### src/tfe_pkg.sv
package tfe_pkg;

  // Sizing of the tables
  localparam int MAX_STATES  = 256;
  localparam int MAX_INPUTS  = 16;
  localparam int TIME_BITS   = 16;

  localparam int STATE_W     = 8;
  localparam int SYM_W       = 4;
  localparam int OSYM_W      = 8;
  localparam int TLEN_W      = 16;
  localparam int FUNC_W      = 3;
  localparam int NSTATES_W   = 9;
  localparam int NINPUTS_W   = 5;
  localparam int NOUTPUTS_W  = 8;
  localparam int CFG_IDX_W   = 2;
  localparam int CFG_DATA_W  = 9;

  localparam int TRANS_DEPTH = MAX_STATES * MAX_INPUTS;
  localparam int TRANS_AW    = $clog2(TRANS_DEPTH);
  localparam int TIME_AW     = $clog2(MAX_STATES);

  localparam int QUEUE_DEPTH = 2;
  localparam int QPTR_W      = $clog2(QUEUE_DEPTH);
  localparam int QCNT_W      = $clog2(QUEUE_DEPTH + 1);

  typedef enum logic [FUNC_W-1:0] {
    OP_LOAD_TRANS = 3'd0,
    OP_LOAD_TIME  = 3'd1,
    OP_RESTART    = 3'd2,
    OP_APPLY      = 3'd3,
    OP_TICK       = 3'd4
  } tfe_op_e;

  typedef enum logic [CFG_IDX_W-1:0] {
    REG_NUM_STATES    = 2'd0,
    REG_NUM_INPUTS    = 2'd1,
    REG_NUM_OUTPUTS   = 2'd2,
    REG_RESTART_STATE = 2'd3
  } tfe_reg_e;

  typedef enum logic {
    BK_ISSUE,
    BK_FINISH
  } tfe_bk_state_e;

  typedef struct packed {
    logic [NSTATES_W-1:0]  num_states;
    logic [NINPUTS_W-1:0]  num_inputs;
    logic [NOUTPUTS_W-1:0] num_outputs;
    logic [STATE_W-1:0]    restart_state;
  } tfe_cfg_t;

  // Classified item as it travels from front to back
  typedef struct packed {
    tfe_op_e              op;
    logic                 bad;
    logic [STATE_W-1:0]   state_index;
    logic [SYM_W-1:0]     symbol;
    logic [STATE_W-1:0]   target;
    logic [OSYM_W-1:0]    out_symbol;
    logic [TIME_BITS-1:0] limit;
  } tfe_item_t;

  typedef struct packed {
    logic      valid;
    tfe_item_t item;
  } tfe_queue_t;

  typedef struct packed {
    logic [STATE_W-1:0] next_state;
    logic [OSYM_W-1:0]  out_symbol;
  } tfe_trans_t;

  typedef struct packed {
    logic [STATE_W-1:0]   expiry;
    logic [TIME_BITS-1:0] limit;
  } tfe_time_t;

  function automatic logic [NSTATES_W-1:0] state_bound(tfe_cfg_t cfg);
    logic [NSTATES_W-1:0] lim;
    lim = NSTATES_W'(MAX_STATES);
    return (cfg.num_states < lim) ? cfg.num_states : lim;
  endfunction

  function automatic logic [NINPUTS_W-1:0] input_bound(tfe_cfg_t cfg);
    logic [NINPUTS_W-1:0] lim;
    lim = NINPUTS_W'(MAX_INPUTS);
    return (cfg.num_inputs < lim) ? cfg.num_inputs : lim;
  endfunction

endpackage

### src/tfe_front.sv
module tfe_front import tfe_pkg::*; (
  input  logic                clk_i,
  input  logic                rst_ni,
  input  tfe_cfg_t            cfg_i,
  input  logic                in_valid_i,
  output logic                in_stall_o,
  input  logic [FUNC_W-1:0]   func_i,
  input  logic [STATE_W-1:0]  state_index_i,
  input  logic [SYM_W-1:0]    input_symbol_i,
  input  logic [STATE_W-1:0]  target_state_i,
  input  logic [OSYM_W-1:0]   output_symbol_i,
  input  logic [TLEN_W-1:0]   timeout_length_i,
  output tfe_queue_t          queue_o,
  input  logic                pop_i
);

  tfe_item_t            entry_q [QUEUE_DEPTH];
  logic [QPTR_W-1:0]    wr_ptr_q, wr_ptr_d;
  logic [QPTR_W-1:0]    rd_ptr_q, rd_ptr_d;
  logic [QCNT_W-1:0]    count_q, count_d;
  tfe_item_t            cls;
  logic                 push;
  logic                 pop;
  logic [NSTATES_W-1:0] sb;
  logic [NINPUTS_W-1:0] ib;
  logic                 idx_ok, tgt_ok, sym_ok, init_ok;

  assign sb      = state_bound(cfg_i);
  assign ib      = input_bound(cfg_i);
  assign idx_ok  = {1'b0, state_index_i} < sb;
  assign tgt_ok  = {1'b0, target_state_i} < sb;
  assign init_ok = {1'b0, cfg_i.restart_state} < sb;
  assign sym_ok  = {1'b0, input_symbol_i} < ib;

  // Range checks that depend only on the item and the configuration
  always_comb begin
    cls.state_index = state_index_i;
    cls.symbol      = input_symbol_i;
    cls.target      = target_state_i;
    cls.out_symbol  = output_symbol_i;
    cls.limit       = TIME_BITS'(timeout_length_i);
    cls.op          = OP_TICK;
    cls.bad         = 1'b1;
    case (func_i)
      OP_LOAD_TRANS: begin
        cls.op  = OP_LOAD_TRANS;
        cls.bad = !(idx_ok && sym_ok && tgt_ok);
      end
      OP_LOAD_TIME: begin
        cls.op  = OP_LOAD_TIME;
        cls.bad = !(idx_ok && tgt_ok);
      end
      OP_RESTART: begin
        cls.op     = OP_RESTART;
        cls.bad    = !init_ok;
        cls.target = cfg_i.restart_state;
      end
      OP_APPLY: begin
        cls.op  = OP_APPLY;
        cls.bad = !sym_ok;
      end
      OP_TICK: begin
        cls.op  = OP_TICK;
        cls.bad = 1'b0;
      end
      default: begin
        cls.op  = OP_TICK;
        cls.bad = 1'b1;
      end
    endcase
  end

  assign in_stall_o = (count_q == QCNT_W'(QUEUE_DEPTH));
  assign push       = in_valid_i && !in_stall_o;
  assign pop        = pop_i && (count_q != '0);

  always_comb begin
    wr_ptr_d = wr_ptr_q;
    rd_ptr_d = rd_ptr_q;
    count_d  = count_q;
    if (push) begin
      wr_ptr_d = (wr_ptr_q == QPTR_W'(QUEUE_DEPTH - 1)) ? '0 : wr_ptr_q + 1'b1;
    end
    if (pop) begin
      rd_ptr_d = (rd_ptr_q == QPTR_W'(QUEUE_DEPTH - 1)) ? '0 : rd_ptr_q + 1'b1;
    end
    if (push && !pop) begin
      count_d = count_q + 1'b1;
    end else if (pop && !push) begin
      count_d = count_q - 1'b1;
    end
  end

  always_ff @(posedge clk_i or negedge rst_ni) begin
    if (!rst_ni) begin
      wr_ptr_q <= '0;
      rd_ptr_q <= '0;
      count_q  <= '0;
    end else begin
      wr_ptr_q <= wr_ptr_d;
      rd_ptr_q <= rd_ptr_d;
      count_q  <= count_d;
    end
  end

  always_ff @(posedge clk_i) begin
    if (push) begin
      entry_q[wr_ptr_q] <= cls;
    end
  end

  assign queue_o.valid = (count_q != '0);
  assign queue_o.item  = entry_q[rd_ptr_q];

endmodule

### config.mk
export PLATFORM = sky130hd
export DESIGN_NAME = tfe_front
export DESIGN_NICKNAME = d
export VERILOG_FILES = /design/src/tfe_pkg.sv /design/src/tfe_front.sv
export SDC_FILE = /design/constraint.sdc
export NUM_CORES = 1
export LEC_CHECK = 0
export ABC_AREA = 1
export BUFFER_PORTS_ARGS = -buffer_cell sky130_fd_sc_hd__clkbuf_2
export CORE_MARGIN = 4
export CORE_UTILIZATION = 55
export CTS_BUF_LIST = sky130_fd_sc_hd__clkbuf_16
export DETAILED_ROUTE_END_ITERATION = 8
export PLACE_DENSITY = 0.84
export REMOVE_ABC_BUFFERS = 1
export SLEW_MARGIN = 20
export SYNTH_ARGS = -nofsm -noshare
export SYNTH_HDL_FRONTEND = slang
export SYNTH_SLANG_ARGS = --single-unit
### constraint.sdc
create_clock -name clk_i -period 8.7 [get_ports clk_i]
set_input_delay 1.74 -clock clk_i [delete_from_list [all_inputs] [get_ports clk_i]]
set_output_delay 1.74 -clock clk_i [all_outputs]
set_load 0.05 [all_outputs]
==> results of run 1 <==
==> sequential cells by signal, summed over array words and instances, names as in the netlist <==
| register | flops |
|---|---|
| entry_q | 96 |
| rd_ptr_q | 1 |
| wr_ptr_q | 1 |
| count_q | 2 |
==> placed cells by master, fill, tap and decap left out, drive strengths merged <==
cell type  instances
clkinv             3
mux2               7
inv               25
o21ai              5
buf                2
a21oi              6
dfrtp              4
nand2            197
ha                25
edfxtp            96
nand3b             1
clkbuf           131
nand3             12
xnor2              1
a21o               1
nor2              16
xor2               2
o21bai             1
clkinvlp           1
==> cell families (layout without fill, tap and decap cells) <==
family	count (synthesis)	in the layout	synth area share, %
AND/OR/NAND/NOR	226	226	19.6
flip-flops	100	100	66.3
multiplexers	7	7	1.75
AO/OA/AOI/OAI	13	13	1.56
XOR/XNOR	3	3	0.584
buffers and inverters	34	162	3.25
adder cells (fa/ha/maj)	25	25	6.95
==> worst paths after layout <==
kind | from | endpoint | slack (ns) | cells after the start
worst min register to register | count_q[0] | count_q[0] | 0.54 | 1
max in group asynchronous | rst_ni | rd_ptr_q | 7.36 | 1
worst max-delay path | rd_ptr_q | queue_o[12] | 4.51 | 4
worst min-delay path | count_q[0] | count_q[0] | 0.54 | 1
min in group asynchronous | rst_ni | count_q[0] | 1.20 | 1
worst max register to register | count_q[1] | entry_q[1][43] | 6.52 | 4
==> cell type report <==
| class | instances | area, um2 |
|---|---|---|
| clock buffers | 9 | 225 |
| clock inverters | 7 | 60.1 |
| fillers | 592 | 2360 |
| inverters | 22 | 82.6 |
| multi-input cells | 274 | 1390 |
| flip-flops and latches | 100 | 2980 |
| well taps | 102 | 128 |
| repair buffers | 124 | 626 |
==> stage by stage <==
stage | util [%] | std cells | setup slack (ns)
detailed placement | 66.3 | 622 | 4.84
global route | 70.0 | 638 | 4.24
floorplan | - | 396 | 4.33
CTS | 70.0 | 638 | 4.47
global placement | 66.3 | 622 | 4.87
finish | 70.0 | 638 | 4.51
==> per-layer routing <==
layer / vias up / wire length (um) / global-route usage (%)
li1: 1605 / - / -
met1: 1436 / 3840 / 23.6
met2: 109 / 4340 / 32.0
met3: 13 / 529 / 3.47
met4: 0 / 174 / 7.35
met5: - / 0 / 0
==> where the power goes <==
group | leakage (nW) | switching, mW | internal, mW
sequential | 0.938 | 0.0631 | 0.659
combinational | 1.48 | 0.703 | 0.179
clock | 0.137 | 0.173 | 0.199
==> reports/summary.txt, run 1 <==
IO Port Bufs -> 122
Total Power -> 1.98 mW
H-Tree Depth -> 3
crit-path leading delay family -> flip-flops
Synth top area share -> 64.1%
final setup fails -> 0
Die ar. -> 9690 um2
most frequent cell after synthesis -> nand2_1
Tot GR Track Use -> 18.7%
Routability Congestion -> 0.801
Reg clk slew, reported paths -> 0.07 ns
DRC viols -> 0
Max VDD drop -> 0.176 mV
CP Capture Type -> primary output
Rows -> 32
Slew Limit Fails -> 0
critical path data arrival time -> 2.45 ns
clk_lat worst skew -> 0.33 ns
Final Skew -> 0.00471 ns
sequential fraction of the synthesis area -> 66.3%
drt wl/cell -> 13.9 um
Worst-Margin Slew -> 0.909 ns
kind of critical path -> flop to primary output
Detailed Routing Iterations Pass 1 -> 4
synth warn -> 0
crit path max fanout -> 49
EDFF count, synth -> 96
highest clock rate -> 239 MHz
largest area contributor in the netlist -> edfxtp_1
max-slew headroom at the worst pin -> 39.4%
Via-to-Cell Ratio -> 4.96
crit-path max cell delay -> 0.95 ns
synthesized instance count -> 408
prevailing post-synth register cell -> edfxtp_1
CTS buffer count -> 9
Critical Path RT -> 6.96 ns
min cycle time layout -> 4.19 ns
area growth from synthesis to layout -> 22.0%
cts repair resizes -> 0
I/O pin total -> 131
Synth area leaders -> edfxtp_1 (64%), nand2_1 (16%), ha_1 (7.0%)
Mapped Area -> 4500 um2
RSZ-0062 raised after global routing -> false
LEAKAGE -> 2.55 nW
Iter 0 DRT Violations -> 106
first-pass GRT wire length -> 14.4 mm
crit start category -> flop
most frequent cells after synthesis -> nand2_1 (197), edfxtp_1 (96), ha_1 (25)
DP HPWL -> 6.30 mm
largest net degree at the start of global routing -> 50
layout cell share with drive strength beyond 1 -> 28.7%
Top cell by count, worst path -> nand2_1
Root Driver -> clkbuf_16
period utilization -> 48.2%
clock sinks -> 100
core area -> 7850 um2
vias in the first global route -> 3053
diode count -> 0
hold_ws -> 0.542 ns
CP cell instances -> inv_2, nand2_1, nand2_1, clkbuf_2
CP max stage cell -> dfrtp_2
synthesized flop and latch total -> 100
clock buffer depth -> 2
Placed Area -> 5200 um2
Hold WC Path Type -> flop to flop
Final TNS setup -> 0 ns
DR vias -> 3163
outcome -> complete, no violations
CTS tree -> done
Post-CTS Hold Buffers -> 0
worst path bufs/invs -> 2
PD cells -> 360 nW/um2
post-synthesis area per instance -> 11.0 um2
Final Instance Area -> 5490 um2
initial antenna violation count -> 0
postcts setup bufs -> 0
WL final -> 8.88 mm
antenna viol nets, final -> 0
Synth async-reset ratio -> 4.00%
GR Overflow Total -> 0
max cap viols -> 0
nets@finish -> 637
chip width -> 98.4 um
Final Hold Viols -> 0
chip height -> 98.4 um
Initial Util -> 57.3%
count of cell types in the netlist -> 21
Power figures use the tool's default switching activity.
==> run 2, diff against run 1 <==
--- a/config.mk
+++ b/config.mk
@@ -5,13 +5,13 @@
 export SDC_FILE = /design/constraint.sdc
 export NUM_CORES = 1
 export LEC_CHECK = 0
-export ABC_AREA = 1
+export ABC_AREA = 0
 export BUFFER_PORTS_ARGS = -buffer_cell sky130_fd_sc_hd__clkbuf_2
 export CORE_MARGIN = 4
-export CORE_UTILIZATION = 55
+export CORE_UTILIZATION = 52
 export CTS_BUF_LIST = sky130_fd_sc_hd__clkbuf_16
 export DETAILED_ROUTE_END_ITERATION = 8
-export PLACE_DENSITY = 0.84
+export PLACE_DENSITY = 0.8
 export REMOVE_ABC_BUFFERS = 1
 export SLEW_MARGIN = 20
 export SYNTH_ARGS = -nofsm -noshare
==> constraint.sdc (replaced) <==
create_clock -name clk_i -period 4.2 [get_ports clk_i]
set_input_delay 0.84 -clock clk_i [delete_from_list [all_inputs] [get_ports clk_i]]
set_output_delay 0.84 -clock clk_i [all_outputs]
set_load 0.05 [all_outputs]
==> run 2 against run 1 <==
  * Combinational power rose by 78%
  * Register-to-register slack got worse by 4.4 ns
  * Sequential share of layout area rose by 0.74 points
  * Area after synthesis fell by 1.9%
  * Clock-buffer cell count stayed put
  * Critical path type unchanged
  * Clock power grew 110%
==> reports/summary.txt, run 2 <==
CTS tree -> done
CTS buffer count -> 9
Final Hold Viols -> 0
Final Skew -> 0.0126 ns
max reg flops -> 96
DR vias -> 2548
first-pass GRT wire length -> 12.8 mm
biggest regs -> entry_q x96, count_q x2
most frequent cells after synthesis -> edfxtp_1 (96), mux2_2 (39), ha_1 (25)
period utilization -> 64.6%
Synth top area share -> 65.3%
Synth area leaders -> edfxtp_1 (65%), mux2_2 (9.9%), ha_1 (7.1%)
Final TNS setup -> 0 ns
crit start category -> flop
commonest non-fill, non-tap cells in the layout -> clkbuf_2 (122), edfxtp_1 (96), mux2_2 (39)
kind of critical path -> flop to primary output
Worst-Margin Slew -> 0.853 ns
LEAKAGE -> 2.17 nW
highest clock rate -> 368 MHz
Total Power -> 3.85 mW
count of cell types in the netlist -> 40
synthesized flop and latch total -> 100
Routability Congestion -> 0.801
clock sinks -> 100
Max VDD drop -> 0.301 mV
Initial Util -> 53.7%
WL final -> 8.02 mm
final setup fails -> 0
I/O pin total -> 131
Die ar. -> 10000 um2
Critical Path RT -> 3.36 ns
nets@finish -> 488
Post-CTS Hold Buffers -> 0
Synth async-reset ratio -> 4.00%
Hold WC Path Type -> input port to async pin
Util after Layout -> 66.0%
CP Capture Type -> primary output
most common cell after layout, fill and taps aside -> clkbuf_2
prevailing post-synth register cell -> edfxtp_1
sequential fraction of the synthesis area -> 67.6%
most frequent cell after synthesis -> edfxtp_1
drt wl/cell -> 16.3 um
core area -> 8220 um2
cts repair resizes -> 0
IO Port Bufs -> 122
outcome -> complete, no violations
Mapped Area -> 4410 um2
diode count -> 0
vias in the first global route -> 2645
DP HPWL -> 5.85 mm
chip width -> 100 um
H-Tree Depth -> 3
area growth from synthesis to layout -> 22.8%
Detailed Routing Iterations Pass 1 -> 6
max cap viols -> 0
largest reg by FF count -> entry_q
worst r2r src -> count_q[0]
critical path data arrival time -> 1.88 ns
crit path from -> rd_ptr_q
min cycle time layout -> 2.72 ns
Rows -> 33
largest net degree at the start of global routing -> 50
PD cells -> 711 nW/um2
chip height -> 100 um
DRC viols -> 0
Reg clk slew, reported paths -> 0.07 ns
RSZ-0062 raised after global routing -> false
post-synthesis area per instance -> 17.2 um2
Via-to-Cell Ratio -> 5.18
Iter 0 DRT Violations -> 72
largest area contributor in the netlist -> edfxtp_1
Root Driver -> clkbuf_16
clock buffer depth -> 2
synth warn -> 0
max-slew headroom at the worst pin -> 43.0%
EDFF count, synth -> 96
synthesized instance count -> 256
crit path max fanout -> 49
layout cell share with drive strength beyond 1 -> 47.5%
antenna viol nets, final -> 0
Slew Limit Fails -> 0
Tot GR Track Use -> 16.8%
GR Overflow Total -> 0
clk_lat worst skew -> 0.34 ns
initial antenna violation count -> 0
postcts setup bufs -> 0
## run 2: stage by stage
| stage | hold slack (ns) | instance area, um2 | std cells | setup WS, ns |
|---|---|---|---|---|
| after floorplan | 0.456 | 4370 | 248 | 0.802 |
| after global placement | 0.474 | 5130 | 476 | 1.45 |
| after detailed placement | 0.475 | 5140 | 476 | 1.40 |
| after CTS | 0.292 | 5420 | 492 | 1.15 |
| after global routing | 0.292 | 5420 | 492 | 1.40 |
| final | 0.295 | 5420 | 492 | 1.48 |
## run 2: critical path, stage by stage, from the launching register on
cell and delay [ns]:
dfrtp_4 0.84, mux2_2 0.42, clkbuf_2 0.24
## run 2: worst paths after layout
path                                  end  slack, ns  cells past startpoint
min in group clk_i             count_q[1]       0.48                      1
max reg2reg                entry_q[0][28]       2.15                      4
min                            count_q[1]       0.29                      1
min reg2reg                    count_q[1]       0.48                      1
max in group asynchronous        rd_ptr_q       3.75                      1
max                            queue_o[1]       1.48                      2
## run 2: layout make-up
type                    instances  area (um2)
flip-flops and latches        100        2990
clock buffers                   9         225
multi-input cells             146        1400
inverters                       2        7.51
repair buffers                123         618
well taps                     105         131
fillers                       612        2800
clock inverters                 7        57.6
## run 2: cell families after synthesis
kind of cell	synth area share [%]
buf+inv	1.11
mux	14.5
flops	67.6
compound gates	3.94
xor+xnor	1.19
fa+ha+maj	7.09
simple gates	4.59
## run 2: routing by layer
layer,track usage [%],vias to the layer above,routed length (um)
li1,-,1254,-
met1,20.2,1214,3310
met2,29.5,69,4160
met3,3.41,11,396
met4,7.05,0,154
met5,0,-,0
## run 2: power breakdown
group | internal, mW | switching [mW]
clock network | 0.411 | 0.359
registers | 1.37 | 0.146
logic | 0.445 | 1.12
